[src/rtl/core/bpp_pkg.sv]
`default_nettype none

package bpp_pkg;

    // Element tags that are captured
    localparam logic [7:0] TAG_TLLI = 8'h1F;
    localparam logic [7:0] TAG_LLC  = 8'h0E;
    localparam logic [7:0] TAG_CELL = 8'h08;

    // A third MNC nibble of this value means a two-digit MNC
    localparam logic [3:0] MNC_ABSENT = 4'hF;

    // Element walk phases
    localparam logic [1:0] PH_TAG = 2'd0;
    localparam logic [1:0] PH_LEN = 2'd1;
    localparam logic [1:0] PH_VAL = 2'd2;

    // PDU classes
    localparam logic [2:0] CLASS_UL        = 3'd0;
    localparam logic [2:0] CLASS_DL        = 3'd1;
    localparam logic [2:0] CLASS_RESET     = 3'd2;
    localparam logic [2:0] CLASS_RESET_ACK = 3'd3;
    localparam logic [2:0] CLASS_RADIO     = 3'd4;
    localparam logic [2:0] CLASS_OTHER     = 3'd5;

    // Result kinds
    localparam logic ITEM_PAYLOAD = 1'b0;
    localparam logic ITEM_SUMMARY = 1'b1;

    // Capture flag bits
    localparam int FLAG_TLLI = 0;
    localparam int FLAG_LLC  = 1;
    localparam int FLAG_CELL = 2;

    // Configuration register indexes
    localparam int CFG_INDEX_W = 3;
    localparam logic [CFG_INDEX_W-1:0] CFG_DL_CODE        = 3'd0;
    localparam logic [CFG_INDEX_W-1:0] CFG_UL_CODE        = 3'd1;
    localparam logic [CFG_INDEX_W-1:0] CFG_RADIO_CODE     = 3'd2;
    localparam logic [CFG_INDEX_W-1:0] CFG_RESET_CODE     = 3'd3;
    localparam logic [CFG_INDEX_W-1:0] CFG_RESET_ACK_CODE = 3'd4;

    // Result queue
    localparam int QUEUE_DEPTH = 4;
    localparam int QUEUE_PTR_W = $clog2(QUEUE_DEPTH);
    localparam int QUEUE_CNT_W = $clog2(QUEUE_DEPTH + 1);

    typedef struct packed {
        logic [7:0] data_byte;
        logic       end_of_pdu;
    } byte_item_t;

    typedef struct packed {
        logic        item_kind;
        logic [7:0]  payload_byte;
        logic        last_item;
        logic [2:0]  pdu_class;
        logic [31:0] tlli_value;
        logic [7:0]  llc_length;
        logic        llc_valid;
        logic [10:0] country_code;
        logic [10:0] network_code;
        logic [15:0] area_code;
        logic [7:0]  routing_area;
        logic [15:0] cell_identity;
    } result_item_t;

    typedef struct packed {
        logic [7:0] dl_unitdata_code;
        logic [7:0] ul_unitdata_code;
        logic [7:0] radio_status_code;
        logic [7:0] bvc_reset_code;
        logic [7:0] bvc_reset_ack_code;
    } codes_t;

    typedef struct packed {
        logic first_valid;
        logic second_valid;
    } push_t;

    typedef struct packed {
        logic                   has_room;
        logic [QUEUE_CNT_W-1:0] count;
    } queue_status_t;

endpackage

`default_nettype wire

[src/rtl/core/bpp_walk.sv]
`default_nettype none

module bpp_walk (
    input  wire logic                  clk,
    input  wire logic                  rst_n,
    input  wire logic                  accept,
    input  wire bpp_pkg::byte_item_t   item,
    input  wire bpp_pkg::codes_t       codes,
    output bpp_pkg::push_t             push,
    output bpp_pkg::result_item_t      first_item,
    output bpp_pkg::result_item_t      second_item
);
    import bpp_pkg::*;

    logic        first_pending_reg, first_pending_next;
    logic [2:0]  class_reg, class_next;
    logic [1:0]  phase_reg, phase_next;
    logic [7:0]  tag_reg, tag_next;
    logic [7:0]  remaining_reg, remaining_next;
    logic [2:0]  found_reg, found_next;
    logic [2:0]  capture_reg, capture_next;
    logic [31:0] tlli_reg, tlli_next;
    logic [2:0]  tlli_count_reg, tlli_count_next;
    logic [63:0] cell_reg, cell_next;
    logic [3:0]  cell_count_reg, cell_count_next;
    logic [7:0]  llc_len_reg, llc_len_next;

    logic        payload_hit;
    logic [7:0]  b;

    result_item_t payload_item;
    result_item_t summary_item;

    function automatic logic [2:0] classify(input logic [7:0] t, input codes_t c);
        logic [2:0] k;
        priority if (t == c.ul_unitdata_code)   k = CLASS_UL;
        else if (t == c.dl_unitdata_code)       k = CLASS_DL;
        else if (t == c.bvc_reset_code)         k = CLASS_RESET;
        else if (t == c.bvc_reset_ack_code)     k = CLASS_RESET_ACK;
        else if (t == c.radio_status_code)      k = CLASS_RADIO;
        else                                    k = CLASS_OTHER;
        return k;
    endfunction

    function automatic logic [10:0] times10(input logic [3:0] n);
        return ({7'd0, n} << 3) + ({7'd0, n} << 1);
    endfunction

    function automatic logic [10:0] times100(input logic [3:0] n);
        return {7'd0, n} * 11'd100;
    endfunction

    assign b = item.data_byte;

    always_comb
    begin
        logic [2:0] cap;
        cap                = 3'd0;
        first_pending_next = first_pending_reg;
        class_next         = class_reg;
        phase_next         = phase_reg;
        tag_next           = tag_reg;
        remaining_next     = remaining_reg;
        found_next         = found_reg;
        capture_next       = capture_reg;
        tlli_next          = tlli_reg;
        tlli_count_next    = tlli_count_reg;
        cell_next          = cell_reg;
        cell_count_next    = cell_count_reg;
        llc_len_next       = llc_len_reg;
        payload_hit        = 1'b0;

        if (first_pending_reg)
        begin
            class_next         = classify(b, codes);
            phase_next         = PH_TAG;
            tag_next           = 8'd0;
            remaining_next     = 8'd0;
            found_next         = 3'd0;
            capture_next       = 3'd0;
            tlli_next          = 32'd0;
            tlli_count_next    = 3'd0;
            cell_next          = 64'd0;
            cell_count_next    = 4'd0;
            llc_len_next       = 8'd0;
            first_pending_next = 1'b0;
        end
        else
        begin
            unique case (phase_reg)
                PH_LEN:
                begin
                    remaining_next = b;
                    if (tag_reg == TAG_TLLI && !found_reg[FLAG_TLLI])
                    begin
                        cap[FLAG_TLLI]  = 1'b1;
                        tlli_next       = 32'd0;
                        tlli_count_next = 3'd0;
                    end
                    if (tag_reg == TAG_LLC && !found_reg[FLAG_LLC])
                    begin
                        cap[FLAG_LLC] = 1'b1;
                        llc_len_next  = b;
                    end
                    if (tag_reg == TAG_CELL && !found_reg[FLAG_CELL])
                    begin
                        cap[FLAG_CELL]  = 1'b1;
                        cell_next       = 64'd0;
                        cell_count_next = 4'd0;
                    end
                    if (b == 8'd0)
                    begin
                        // An empty element is complete at once.
                        found_next   = found_reg | cap;
                        capture_next = 3'd0;
                        phase_next   = PH_TAG;
                    end
                    else
                    begin
                        capture_next = cap;
                        phase_next   = PH_VAL;
                    end
                end
                PH_VAL:
                begin
                    if (capture_reg[FLAG_TLLI] && tlli_count_reg < 3'd4)
                    begin
                        tlli_next       = {tlli_reg[23:0], b};
                        tlli_count_next = tlli_count_reg + 3'd1;
                    end
                    if (capture_reg[FLAG_LLC] && class_reg <= CLASS_DL)
                    begin
                        payload_hit = 1'b1;
                    end
                    if (capture_reg[FLAG_CELL] && cell_count_reg < 4'd8)
                    begin
                        cell_next       = {cell_reg[55:0], b};
                        cell_count_next = cell_count_reg + 4'd1;
                    end
                    remaining_next = remaining_reg - 8'd1;
                    if (remaining_next == 8'd0)
                    begin
                        found_next   = found_reg | capture_reg;
                        capture_next = 3'd0;
                        phase_next   = PH_TAG;
                    end
                end
                default:
                begin
                    tag_next   = b;
                    phase_next = PH_LEN;
                end
            endcase
        end

        if (item.end_of_pdu)
        begin
            first_pending_next = 1'b1;
        end
    end

    // The summary reflects the state after this octet has been walked.
    always_comb
    begin
        logic [3:0] mcc1, mcc2, mcc3, mnc1, mnc2, mnc3;
        mcc1 = cell_next[59:56];
        mcc2 = cell_next[63:60];
        mcc3 = cell_next[51:48];
        mnc3 = cell_next[55:52];
        mnc1 = cell_next[43:40];
        mnc2 = cell_next[47:44];

        summary_item           = '0;
        summary_item.item_kind = ITEM_SUMMARY;
        summary_item.last_item = 1'b1;
        summary_item.pdu_class = class_next;
        if ((class_next <= CLASS_DL || class_next == CLASS_RADIO)
            && found_next[FLAG_TLLI] && tlli_count_next == 3'd4)
        begin
            summary_item.tlli_value = tlli_next;
        end
        if (class_next <= CLASS_DL && found_next[FLAG_LLC])
        begin
            summary_item.llc_length = llc_len_next;
            summary_item.llc_valid  = 1'b1;
        end
        if (class_next == CLASS_UL && found_next[FLAG_CELL] && cell_count_next == 4'd8)
        begin
            summary_item.country_code = {7'd0, mcc1} + times10(mcc2) + times100(mcc3);
            if (mnc3 == MNC_ABSENT)
            begin
                summary_item.network_code = {7'd0, mnc1} + times10(mnc2);
            end
            else
            begin
                summary_item.network_code = {7'd0, mnc1} + times10(mnc2) + times100(mnc3);
            end
            summary_item.area_code     = cell_next[39:24];
            summary_item.routing_area  = cell_next[23:16];
            summary_item.cell_identity = cell_next[15:0];
        end
    end

    always_comb
    begin
        payload_item              = '0;
        payload_item.item_kind    = ITEM_PAYLOAD;
        payload_item.payload_byte = b;
        payload_item.last_item    = !item.end_of_pdu;
    end

    assign push.first_valid  = accept && (payload_hit || item.end_of_pdu);
    assign push.second_valid = accept && payload_hit && item.end_of_pdu;
    assign first_item        = payload_hit ? payload_item : summary_item;
    assign second_item       = summary_item;

    always_ff @(posedge clk or negedge rst_n)
    begin
        if (!rst_n)
        begin
            first_pending_reg <= 1'b1;
            class_reg         <= CLASS_UL;
            phase_reg         <= PH_TAG;
            tag_reg           <= 8'd0;
            remaining_reg     <= 8'd0;
            found_reg         <= 3'd0;
            capture_reg       <= 3'd0;
            tlli_reg          <= 32'd0;
            tlli_count_reg    <= 3'd0;
            cell_reg          <= 64'd0;
            cell_count_reg    <= 4'd0;
            llc_len_reg       <= 8'd0;
        end
        else if (accept)
        begin
            first_pending_reg <= first_pending_next;
            class_reg         <= class_next;
            phase_reg         <= phase_next;
            tag_reg           <= tag_next;
            remaining_reg     <= remaining_next;
            found_reg         <= found_next;
            capture_reg       <= capture_next;
            tlli_reg          <= tlli_next;
            tlli_count_reg    <= tlli_count_next;
            cell_reg          <= cell_next;
            cell_count_reg    <= cell_count_next;
            llc_len_reg       <= llc_len_next;
        end
    end

endmodule

`default_nettype wire

[src/rtl/core/bpp_queue.sv]
`default_nettype none

module bpp_queue (
    input  wire logic                  clk,
    input  wire logic                  rst_n,
    input  wire bpp_pkg::push_t        push,
    input  wire bpp_pkg::result_item_t first_item,
    input  wire bpp_pkg::result_item_t second_item,
    input  wire logic                  pop,
    output bpp_pkg::result_item_t      head_item,
    output bpp_pkg::queue_status_t     status
);
    import bpp_pkg::*;

    result_item_t mem [QUEUE_DEPTH];

    logic [QUEUE_PTR_W-1:0] wr_ptr_reg, wr_ptr_next;
    logic [QUEUE_PTR_W-1:0] rd_ptr_reg, rd_ptr_next;
    logic [QUEUE_CNT_W-1:0] count_reg, count_next;
    logic [QUEUE_PTR_W-1:0] second_ptr;

    assign second_ptr = wr_ptr_reg + QUEUE_PTR_W'(1);

    always_comb
    begin
        wr_ptr_next = wr_ptr_reg + QUEUE_PTR_W'(push.first_valid)
                                 + QUEUE_PTR_W'(push.second_valid);
        rd_ptr_next = rd_ptr_reg + QUEUE_PTR_W'(pop);
        count_next  = count_reg + QUEUE_CNT_W'(push.first_valid)
                                + QUEUE_CNT_W'(push.second_valid)
                                - QUEUE_CNT_W'(pop);
    end

    always_ff @(posedge clk)
    begin
        if (push.first_valid)
        begin
            mem[wr_ptr_reg] <= first_item;
        end
        if (push.second_valid)
        begin
            mem[second_ptr] <= second_item;
        end
    end

    always_ff @(posedge clk or negedge rst_n)
    begin
        if (!rst_n)
        begin
            wr_ptr_reg <= '0;
            rd_ptr_reg <= '0;
            count_reg  <= '0;
        end
        else
        begin
            wr_ptr_reg <= wr_ptr_next;
            rd_ptr_reg <= rd_ptr_next;
            count_reg  <= count_next;
        end
    end

    assign head_item       = mem[rd_ptr_reg];
    assign status.count    = count_reg;
    // A request may yield two results, so two free slots are required.
    assign status.has_room = count_reg <= QUEUE_CNT_W'(QUEUE_DEPTH - 2);

endmodule

`default_nettype wire

[src/rtl/core/bssgp_pdu_tlv_parser_core.sv]
// Results: each result is written into the result queue when its request is accepted and is presented from its head.
// Throughput: one request per cycle; a request that ends an LLC octet and the PDU at once
// yields two results, and ready drops while the four-entry result queue has under two free slots.
// Reset: the parser waits for a type octet, the type codes return to their defaults and the
// result queue is emptied.
`default_nettype none

module bssgp_pdu_tlv_parser_core (
    input  wire logic                               clk,
    input  wire logic                               rst_n,
    input  wire logic                               byte_valid,
    output logic                                    byte_ready,
    input  wire bpp_pkg::byte_item_t                byte_item,
    output logic                                    result_valid,
    input  wire logic                               result_ready,
    output bpp_pkg::result_item_t                   result_item,
    input  wire logic                               cfg_we,
    input  wire logic [bpp_pkg::CFG_INDEX_W-1:0]    cfg_index,
    input  wire logic [7:0]                         cfg_data
);
    import bpp_pkg::*;

    codes_t        codes_reg;
    push_t         push;
    result_item_t  first_item;
    result_item_t  second_item;
    queue_status_t status;
    logic          accept;
    logic          pop;

    always_ff @(posedge clk or negedge rst_n)
    begin
        if (!rst_n)
        begin
            codes_reg.dl_unitdata_code   <= 8'd0;
            codes_reg.ul_unitdata_code   <= 8'd1;
            codes_reg.radio_status_code  <= 8'd10;
            codes_reg.bvc_reset_code     <= 8'd34;
            codes_reg.bvc_reset_ack_code <= 8'd35;
        end
        else if (cfg_we)
        begin
            unique case (cfg_index)
                CFG_DL_CODE:        codes_reg.dl_unitdata_code   <= cfg_data;
                CFG_UL_CODE:        codes_reg.ul_unitdata_code   <= cfg_data;
                CFG_RADIO_CODE:     codes_reg.radio_status_code  <= cfg_data;
                CFG_RESET_CODE:     codes_reg.bvc_reset_code     <= cfg_data;
                CFG_RESET_ACK_CODE: codes_reg.bvc_reset_ack_code <= cfg_data;
                default:            ;
            endcase
        end
    end

    assign byte_ready   = status.has_room;
    assign accept       = byte_valid && byte_ready;
    assign result_valid = status.count != '0;
    assign pop          = result_valid && result_ready;

    bpp_walk u_walk (
        .clk         (clk),
        .rst_n       (rst_n),
        .accept      (accept),
        .item        (byte_item),
        .codes       (codes_reg),
        .push        (push),
        .first_item  (first_item),
        .second_item (second_item)
    );

    bpp_queue u_queue (
        .clk         (clk),
        .rst_n       (rst_n),
        .push        (push),
        .first_item  (first_item),
        .second_item (second_item),
        .pop         (pop),
        .head_item   (result_item),
        .status      (status)
    );

    a_stall_only_when_full: assert property (
        @(posedge clk) disable iff (!rst_n)
        !byte_ready |-> result_valid
    ) else $error("request stalled with an empty result queue");

    a_summary_follows_end: assert property (
        @(posedge clk) disable iff (!rst_n)
        accept && byte_item.end_of_pdu |=> result_valid
    ) else $error("no result after the final octet of a PDU");

    a_queue_bound: assert property (
        @(posedge clk) disable iff (!rst_n)
        status.count <= QUEUE_CNT_W'(QUEUE_DEPTH)
    ) else $error("result queue overflow");

    a_payload_single: assert property (
        @(posedge clk) disable iff (!rst_n)
        push.second_valid |-> push.first_valid && first_item.item_kind == ITEM_PAYLOAD
    ) else $error("second result without a payload octet ahead of it");

endmodule

`default_nettype wire
[config.mk]
export PLATFORM = sky130hd
export DESIGN_NAME = bssgp_pdu_tlv_parser_core
export DESIGN_NICKNAME = d
export VERILOG_FILES = /design/src/rtl/core/bpp_pkg.sv /design/src/rtl/core/bpp_walk.sv /design/src/rtl/core/bpp_queue.sv /design/src/rtl/core/bssgp_pdu_tlv_parser_core.sv
export SDC_FILE = /design/constraint.sdc
export NUM_CORES = 1
export LEC_CHECK = 0
export BUFFER_PORTS_ARGS = -buffer_cell sky130_fd_sc_hd__buf_2
export CAP_MARGIN = 20
export CORE_MARGIN = 10
export CORE_UTILIZATION = 63
export DETAILED_ROUTE_END_ITERATION = 10
export PLACE_DENSITY = 0.85
export SETUP_SLACK_MARGIN = 0.2
export SYNTH_ARGS = -nofsm -noshare
export SYNTH_HDL_FRONTEND = slang
export SYNTH_HIERARCHICAL = 1
export SYNTH_SLANG_ARGS = --single-unit
[constraint.sdc]
create_clock -name clk -period 13 [get_ports clk]
set_clock_uncertainty 0.05 [all_clocks]
set_input_delay 1.3 -clock clk [delete_from_list [all_inputs] [get_ports clk]]
set_output_delay 1.3 -clock clk [all_outputs]
set_load 0.05 [all_outputs]
==> flow_summary.ini <==
[place]
routabilityCongestion = 0.8807
place_hpwl_mm = 50.93
port_buffers = 142
place_inst = 3213

[setup_path]
critPathMaxFanout = 65
cp-start-kind = register
ff2ff_path_depth = 23
critPathRequiredTime_ns = 13.41
critPathKind = reg2reg
cp-startpoint = u_walk/phase_reg[0]$_DFFE_PN0P_
arrival_ns = 6.97
reg2reg_from = u_walk/phase_reg[0]$_DFFE_PN0P_
r2r_setup_slack_ns = 6.43
reg2reg_to = u_queue/mem[0][50]$_DFFE_PP_
crit_path_end_kind = register

[logic_synthesis]
async_flop_share_pct = 28.62
synth_flop_cell = edfxtp_1
syn_area_mm2 = 0.03563
yosysTopAreaCell = edfxtp_1
ys_ff_latch = 650
syn_area_per_cell_um2 = 14.26
yosysSeqAreaShare_pct = 52.20
yosysMostFrequentCell = mux2_2
post_synth_num_cell_types = 79
netlist.area_leader.share_pct = 39.10
synth_warnings = 6
synth_edf_count = 464
synth_area_leaders = edfxtp_1 (39%), mux2_2 (16%), dfrtp_1 (12%)
syn_inst = 2498
ys_top_cells_by_count = mux2_2 (492), edfxtp_1 (464), dfrtp_1 (177)

[route]
drt_iter0_markers = 2612
routedWlPerCell_um = 26.41
first_pass_iters = 6
routed_wl_mm = 87.98
vias = 22940
postRouteAntennaNets = 0
viasPerCell = 6.886
drc_errors = 0

[sta]
worst_pin_slew_ns = 1.147
final.setup.tns_ns = 0
period_share_pct = 50.52
slew-limit-headroom_pct = 23.32
period_minus_slack_ns = 6.567
hold_viol = 0
fmax_ghz = 0.1523
setup_viol = 0
rsz0062_at_grt = false
maxSlewViolCount = 0

[finish]
drive_gt1_share_pct = 39.46
nets = 2619
n_antenna_cell = 0
final_cells = 3331
syn_to_final_growth_pct = 8.785
largest_reg_flops = 464
multi_input_area_mm2 = 0.01583
fill_cells = 3761
seqCellArea_mm2 = 0.01861

[clock_tree]
cts_hold_repair.buffers = 0
clockBufferDepth = 3
ctsResizeCount = 0
clk_pin_slew_ns = 0.06
clockRootBuffer = clkbuf_16
cts.sinks = 650
cts_tree = yes
clk_latency_ns = 0.61
postCtsSetupBuffers = 0
cts_made_buffers = 67
h-tree-depth = 3

[die]
die_y_um = 257.8
rows = 87
core_area_mm2 = 0.05617
io_pins = 143
start_util_pct = 63.44
dieArea_mm2 = 0.06647
fp.dieW_um = 257.8

[pwr]
vdd_drop_max_mv = 0.1879
power.density_mw_per_mm2 = 194.3
p_leak_nw = 14.37

[status]
status = complete, no violations

[grt]
grt_pass1_wl_mm = 138.4
grt_usage_pct = 26.13
grt_pass1_vias = 24040
grt.overflow.total = 0
grt_max_degree = 117
antenna_found_initial = 0

[worst_hold_path]
hold_end = u_walk/tag_reg[5]$_DFFE_PN0P_
holdCritStartpoint = u_walk/tag_reg[5]$_DFFE_PN0P_
hp-class = reg2reg
holdPathStages = 1

[flow_run]
maxCapViolCount = 0
layout make-up:
| cell class | count | share of cell area [%] |
|---|---|---|
| timing repair buffer | 184 | 2.757 |
| sequential | 650 | 48.00 |
| clock buffer | 95 | 4.913 |
| clock inverter | 21 | 0.4809 |
| multi-input combinational | 1567 | 40.85 |
| inverter | 58 | 0.5616 |
| tap | 756 | 2.440 |
through the flow:
step           total power, mW  worst slack, ns  utilization, %  cell area [µm²]  hold WS, ns
6_report                 7.532            6.433           69.01            38760       0.4527
5_1_grt                  7.832            5.975           69.01            38760       0.4647
4_1_cts                  7.535            6.542           68.94            38720       0.4481
3_5_place_dp             5.673            6.613           65.22            36630       0.4279
3_3_place_gp             5.608            6.926           65.22            36630       0.4267
2_1_floorplan            4.932            1.200               -            35660       0.4076
power by group:
part / switching (mW) / internal, mW / leakage, nW
combinational: 2.17 / 0.875 / 6.82
clock: 0.788 / 1.08 / 1.03
sequential: 0.191 / 2.43 / 6.53
total: 3.15 / 4.39 / 14.4
worst max-delay path: stages, from the launching register on:
cell and delay [ns]:
dfrtp_1 0.40, inv_1 0.08, ha_1 0.73, nand2b_1 0.34
nor3_2 0.23, buf_4 0.59, and2_1 0.35, o22a_1 0.18
o22ai_1 0.08, ha_1 0.20, a21oi_1 0.11, o21ai_0 0.12
ha_1 0.36, a21o_1 0.17, a21oi_1 0.17, xnor2_1 0.19
ha_1 0.32, o21a_1 0.13, o31a_1 0.12, o21a_1 0.20
o211ai_1 0.18, mux2_2 0.37, nor4_1 0.41, mux2_2 0.26
layout by cell type (no fill, tap or decap), types with 8 or more instances in the layout:
cell type	instances
mux2_2	492
a21oi_1	44
buf_4	39
dfrtp_1	175
dfstp_2	9
a22o_1	99
clkinv_1	8
a22oi_1	90
fa_1	12
conb_1	10
a21o_1	9
inv_1	57
nand2b_1	39
nand2_1	44
ha_1	54
nor3_1	10
nor2_1	58
o2bb2ai_1	9
o21ai_0	34
buf_2	141
mux2_4	29
clkbuf_1	18
clkbuf_8	8
mux2i_1	12
xor2_1	23
nor4_2	60
clkbuf_16	69
edfxtp_1	464
mux4_2	116
nor4_1	135
xnor2_1	38
nand3_1	9
o31ai_1	9
nand4_1	9
and2_1	12
logic make-up (layout without fill, tap and decap cells):
group | count (synthesis) | in the layout | share of synthesized area [%]
buf+inv | 289 | 358 | 3.891
compound gates | 346 | 346 | 7.226
xor+xnor | 61 | 61 | 1.499
other cells | 2 | 10 | 0.02108
mux | 651 | 651 | 24.50
flops | 650 | 650 | 52.20
simple gates | 433 | 433 | 8.094
fa+ha+maj | 66 | 66 | 2.570
metal layers:
metal | routed length (µm) | track usage, %
met1 | 35590 | 35.19
met2 | 43500 | 42.73
met5 | 0 | 0
met4 | 2049 | 9.051
met3 | 6835 | 4.281
worst max-delay path by stage:
stage / slack [ns] / endpoint
finish: 6.43 / u_queue/mem[0][50]$_DFFE_PP_
global placement: 6.93 / u_queue/mem[1][50]$_DFFE_PP_
floorplan: 1.20 / u_queue/mem[2][0]$_DFFE_PP_
detailed placement: 6.61 / u_queue/mem[0][50]$_DFFE_PP_
CTS: 6.54 / u_queue/mem[0][50]$_DFFE_PP_
global route: 5.98 / u_queue/mem[0][50]$_DFFE_PP_
No activity file was read; power rests on OpenSTA's default activity.
